[src/rectangle_canvas_painter_unit_assert.svh]
// Assertion macros for the rectangle canvas painter.
`ifndef RECTANGLE_CANVAS_PAINTER_UNIT_ASSERT_SVH
`define RECTANGLE_CANVAS_PAINTER_UNIT_ASSERT_SVH

// Same-cycle implication, sampled on clk, off during rst.
`define RCP_ASSERT_IMP(lbl, ante, cons, msg) \
  lbl: assert property (@(posedge clk) disable iff (rst) (ante) |-> (cons)) \
    else $error(msg);

// Next-cycle implication, sampled on clk, off during rst.
`define RCP_ASSERT_NXT(lbl, ante, cons, msg) \
  lbl: assert property (@(posedge clk) disable iff (rst) (ante) |=> (cons)) \
    else $error(msg);

`endif

[src/rcp_pkg.sv]
// Shared constants, types and helpers for the rectangle canvas painter.
`default_nettype none
package rcp_pkg;

  localparam int unsigned MAX_WIDTH  = 256;
  localparam int unsigned MAX_HEIGHT = 256;
  localparam int unsigned FRAC_BITS  = 8;

  localparam int unsigned COORD_W = 24;
  localparam int unsigned CFG_W   = 9;
  localparam int unsigned CHAR_W  = 8;
  localparam int unsigned SEL_W   = 8;

  localparam int unsigned COL_W = (MAX_WIDTH > 1) ? $clog2(MAX_WIDTH) : 1;
  localparam int unsigned ROW_W = (MAX_HEIGHT > 1) ? $clog2(MAX_HEIGHT) : 1;
  localparam int unsigned IDX_W = (COL_W > ROW_W) ? COL_W : ROW_W;

  localparam int unsigned DEPTH  = MAX_WIDTH * MAX_HEIGHT;
  localparam int unsigned ADDR_W = (DEPTH > 1) ? $clog2(DEPTH) : 1;

  // Room for pixel positions, edges and their differences without overflow.
  localparam int unsigned POS_W = ((COORD_W > IDX_W + FRAC_BITS) ? COORD_W
                                   : IDX_W + FRAC_BITS);
  localparam int unsigned EXT_W = POS_W + 3;

  localparam logic signed [EXT_W-1:0] FIX_ONE =
    {{(EXT_W-FRAC_BITS-1){1'b0}}, 1'b1, {FRAC_BITS{1'b0}}};

  localparam logic [1:0] OP_CLEAR = 2'd0;
  localparam logic [1:0] OP_DRAW  = 2'd1;
  localparam logic [1:0] OP_READ  = 2'd2;

  localparam logic [1:0] REG_CANVAS_WIDTH  = 2'd0;
  localparam logic [1:0] REG_CANVAS_HEIGHT = 2'd1;
  localparam logic [1:0] REG_BACKGROUND    = 2'd2;

  localparam logic [CHAR_W-1:0] MODE_FILLED  = 8'h52;
  localparam logic [CHAR_W-1:0] MODE_OUTLINE = 8'h72;

  typedef enum logic [2:0] {
    ST_IDLE,
    ST_CLEAR,
    ST_DRAW,
    ST_READ,
    ST_FINISH
  } state_t;

  typedef struct packed {
    logic outside;
    logic near;
  } axis_flags_t;

  // Last usable index for a size register: 0 counts as 1, large values saturate.
  function automatic logic [IDX_W-1:0] last_index(input logic [CFG_W-1:0] v,
                                                  input int unsigned maxv);
    logic [IDX_W-1:0] r;
    if (v == '0) begin
      r = '0;
    end else if (32'(v) > maxv) begin
      r = IDX_W'(maxv - 32'd1);
    end else begin
      r = IDX_W'(32'(v) - 32'd1);
    end
    return r;
  endfunction

endpackage
`default_nettype wire

[src/rcp_axis_cmp.sv]
// One-axis edge compare: outside test and within-one-unit-of-edge test.
`default_nettype none
module rcp_axis_cmp (
  input  wire logic        [rcp_pkg::IDX_W-1:0] idx,
  input  wire logic signed [rcp_pkg::EXT_W-1:0] lo,
  input  wire logic signed [rcp_pkg::EXT_W-1:0] hi,
  output rcp_pkg::axis_flags_t                  flags
);

  logic signed [rcp_pkg::EXT_W-1:0] pos;
  logic signed [rcp_pkg::EXT_W-1:0] d_lo;
  logic signed [rcp_pkg::EXT_W-1:0] d_hi;

  // pixel index placed at idx.0 in fixed point
  assign pos  = signed'(rcp_pkg::EXT_W'({idx, {rcp_pkg::FRAC_BITS{1'b0}}}));
  assign d_lo = pos - lo;
  assign d_hi = hi - pos;

  assign flags.outside = d_lo[rcp_pkg::EXT_W-1] | d_hi[rcp_pkg::EXT_W-1];
  assign flags.near    = (d_lo < rcp_pkg::FIX_ONE) | (d_hi < rcp_pkg::FIX_ONE);

endmodule
`default_nettype wire

[config.mk]
export PLATFORM = sky130hd
export DESIGN_NAME = rcp_axis_cmp
export DESIGN_NICKNAME = d
export VERILOG_FILES = /design/src/rectangle_canvas_painter_unit_assert.svh /design/src/rcp_pkg.sv /design/src/rcp_axis_cmp.sv
export SDC_FILE = /design/constraint.sdc
export NUM_CORES = 1
export LEC_CHECK = 0
export ABC_AREA = 1
export BUFFER_PORTS_ARGS = -buffer_cell sky130_fd_sc_hd__buf_2
export CORE_MARGIN = 1.5
export CORE_UTILIZATION = 51
export DETAILED_ROUTE_END_ITERATION = 7
export PLACE_DENSITY_LB_ADDON = 0.25
export SYNTH_ARGS = -nofsm -noshare
export SYNTH_HDL_FRONTEND = slang
export SYNTH_SLANG_ARGS = --single-unit
[constraint.sdc]
create_clock -name vclk -period 2.1
set_input_delay 0.21 -clock vclk [all_inputs]
set_output_delay 0.21 -clock vclk [all_outputs]
set_load 0.005 [all_outputs]
==> qor.json <==
{
  "most-common-layout-cells": "sky130_fd_sc_hd__nand2_1 (170), sky130_fd_sc_hd__inv_1 (86), sky130_fd_sc_hd__nor2_1 (67)",
  "routed-via-count": 2988,
  "fin_cells": 600,
  "seq_cell_count": 0,
  "floorplan.die.height_um": 69.5,
  "rows": 24,
  "arrival_ns": 2.07,
  "endpoint_kind": "output port",
  "dpl_worst_slack_ns": -0.274,
  "result_of_the_run": "complete, but fails checks",
  "post_synth_instance_area_mm2": 0.00226,
  "proportion_of_synthesized_chip_area_in_sequential_cells_pct": 0,
  "n_antenna_cell": 0,
  "setup_total_negative_slack_ns": -0.183,
  "die_area_mm2": 0.00483,
  "cellLeakagePower_nw": 1.73,
  "worst-path-max-fanout": 2,
  "fin_ws_ns": -0.183,
  "timing.hold.worst.class": "primary input to output port",
  "antenna_violating_nets_post_route": 0,
  "core_area_mm2": 0.00429,
  "place_hpwl_mm": 5.27,
  "number_of_antenna_violations_at_the_first_check_in_global_routing": 0,
  "drt-vias-per-instance": 4.98,
  "die-width_um": 69.5,
  "floorplan.initialDensity_pct": 52.5,
  "synthCells": 474,
  "relSlewSlack_pct": 68.1,
  "power_density_mw_per_mm2": 208,
  "synth_cell_type_count": 31,
  "violations": "setup timing",
  "port_buffers": 56,
  "clkbuf_count": 0,
  "place_congestion": 0.924,
  "design.final.nets": 629,
  "peak_supply_drop_uv": 98.0,
  "setup_viol_count_final": 1,
  "worst_pin_slew_ns": 0.474,
  "dpl.cell_count": 598,
  "finalInstanceArea_mm2": 0.00287,
  "routed_wl_mm": 6.21,
  "wl_per_cell_um": 10.4,
  "grt_start_max_net_pins": 8,
  "drive_above_1_share_pct": 25.0,
  "final-seq-area_um2": 0,
  "critPathKind": "primary input to output port",
  "ys.warnings.count": 0,
  "top_level_ports": 64,
  "syn-mean-instance-area_um2": 4.76,
  "global_route.usage.total_pct": 25.7,
  "total_overflow_reported_by_the_global_router": 0,
  "min_period_ns": 2.28,
  "grt_pass1_vias": 2792,
  "timing.final.max_slew_violations": 0,
  "rsz0062_at_grt": "yes",
  "max_cap_violation_count": 0,
  "mapped_nets": 553,
  "iter_0_drt_violations": 198,
  "critPathLaunchType": "primary input",
  "worst_ep_required_ns": 1.89,
  "mostFrequentLayoutCell": "sky130_fd_sc_hd__nand2_1",
  "drc_errors": 0,
  "cts_hold_repair.buffers": 0,
  "grt_first_pass_wirelength_mm": 10.8,
  "finalHoldViolCount": 0,
  "fmax_mhz": 438,
  "final_util_pct": 66.8,
  "first_pass_iters": 4,
  "flow.area_growth_from_synthesis_pct": 27.1,
  "period_utilization_pct": 109,
  "detailed_place.area_mm2": 0.00272
}
## cells in the mapped netlist, types with 2 or more instances
| master | instances | area share [%] |
|---|---|---|
| sky130_fd_sc_hd__o21ai_0 | 2 | 0.44 |
| sky130_fd_sc_hd__ha_1 | 16 | 8.9 |
| sky130_fd_sc_hd__nand3b_1 | 9 | 3.0 |
| sky130_fd_sc_hd__nor2_1 | 69 | 11 |
| sky130_fd_sc_hd__inv_2 | 7 | 1.2 |
| sky130_fd_sc_hd__nand2_2 | 19 | 5.3 |
| sky130_fd_sc_hd__nand2_1 | 174 | 29 |
| sky130_fd_sc_hd__nand4_1 | 10 | 2.8 |
| sky130_fd_sc_hd__nor2_4 | 2 | 1.0 |
| sky130_fd_sc_hd__nor2_2 | 8 | 2.2 |
| sky130_fd_sc_hd__a21oi_1 | 10 | 2.2 |
| sky130_fd_sc_hd__a21oi_2 | 2 | 0.78 |
| sky130_fd_sc_hd__xor2_1 | 2 | 0.78 |
| sky130_fd_sc_hd__nand2_4 | 2 | 1.0 |
| sky130_fd_sc_hd__inv_1 | 88 | 15 |
| sky130_fd_sc_hd__nor3_1 | 3 | 0.67 |
| sky130_fd_sc_hd__nand3_4 | 2 | 1.6 |
| sky130_fd_sc_hd__nand3_1 | 36 | 8.0 |
## critical path, cell delays in order
cell and delay (ns):
sky130_fd_sc_hd__buf_8 0.10, sky130_fd_sc_hd__ha_4 0.15, sky130_fd_sc_hd__inv_4 0.05, sky130_fd_sc_hd__fa_2 0.44, sky130_fd_sc_hd__inv_1 0.07, sky130_fd_sc_hd__nand2_1 0.05
sky130_fd_sc_hd__a21oi_1 0.11, sky130_fd_sc_hd__nand2_1 0.07, sky130_fd_sc_hd__nor2_1 0.10, sky130_fd_sc_hd__nand2_1 0.06, sky130_fd_sc_hd__nor2_1 0.10, sky130_fd_sc_hd__nand2_1 0.07
sky130_fd_sc_hd__nor2_1 0.12, sky130_fd_sc_hd__nand3_1 0.10, sky130_fd_sc_hd__nor2_2 0.11, sky130_fd_sc_hd__nor2_1 0.05, sky130_fd_sc_hd__nand2_1 0.04, sky130_fd_sc_hd__buf_2 0.10
## routing by layer
layer	GRT usage, %	up-vias	routed length (um)
met5	0	-	0
met2	50.3	63	3260
li1	-	1596	-
met3	1.31	8	196
met4	4.14	0	65
met1	31.0	1321	2690
## through the flow
step / total power, W / hold WS [ns]
finish: 0.000596 / 0.830
global route: 0.000677 / 0.863
CTS: 0.000570 / 0.826
detailed placement: 0.000553 / 0.832
global placement: 0.000540 / 0.824
floorplan: 0.000370 / 0.528
## path summary, 6_finish.rpt
path	start	to	slack, ns	cells past startpoint
hold / removal	lo[26]	flags[1]	0.83	5
setup / recovery	idx[0]	flags[0]	-0.18	18
## cells by family after synthesis
family	count (synthesis)	synth area share [%]
buffers and inverters	97	16.3
AO/OA/AOI/OAI	17	4.44
adder cells (fa/ha/maj)	17	9.76
AND/OR/NAND/NOR	339	67.6
XOR/XNOR	4	1.89
## power breakdown
group / switching [W] / internal (W)
clock network: 0 / 0
logic: 0.000358 / 0.000238
registers: 0 / 0
## cell type report
type | instances | area, um2
fill | 432 | 1430
inverter | 97 | 373
multi-input combinational | 377 | 1990
tap | 52 | 65.1
timing repair buffer | 74 | 442
## repair_timing
action | 4_1_cts | 5_1_grt
pin swaps | 5 | 3
setup endpoints to repair | 2 | 2
buffers inserted | 2 | 0
gates resized for setup | 17 | 15
Note: power is estimated with default switching activity, not from simulation.
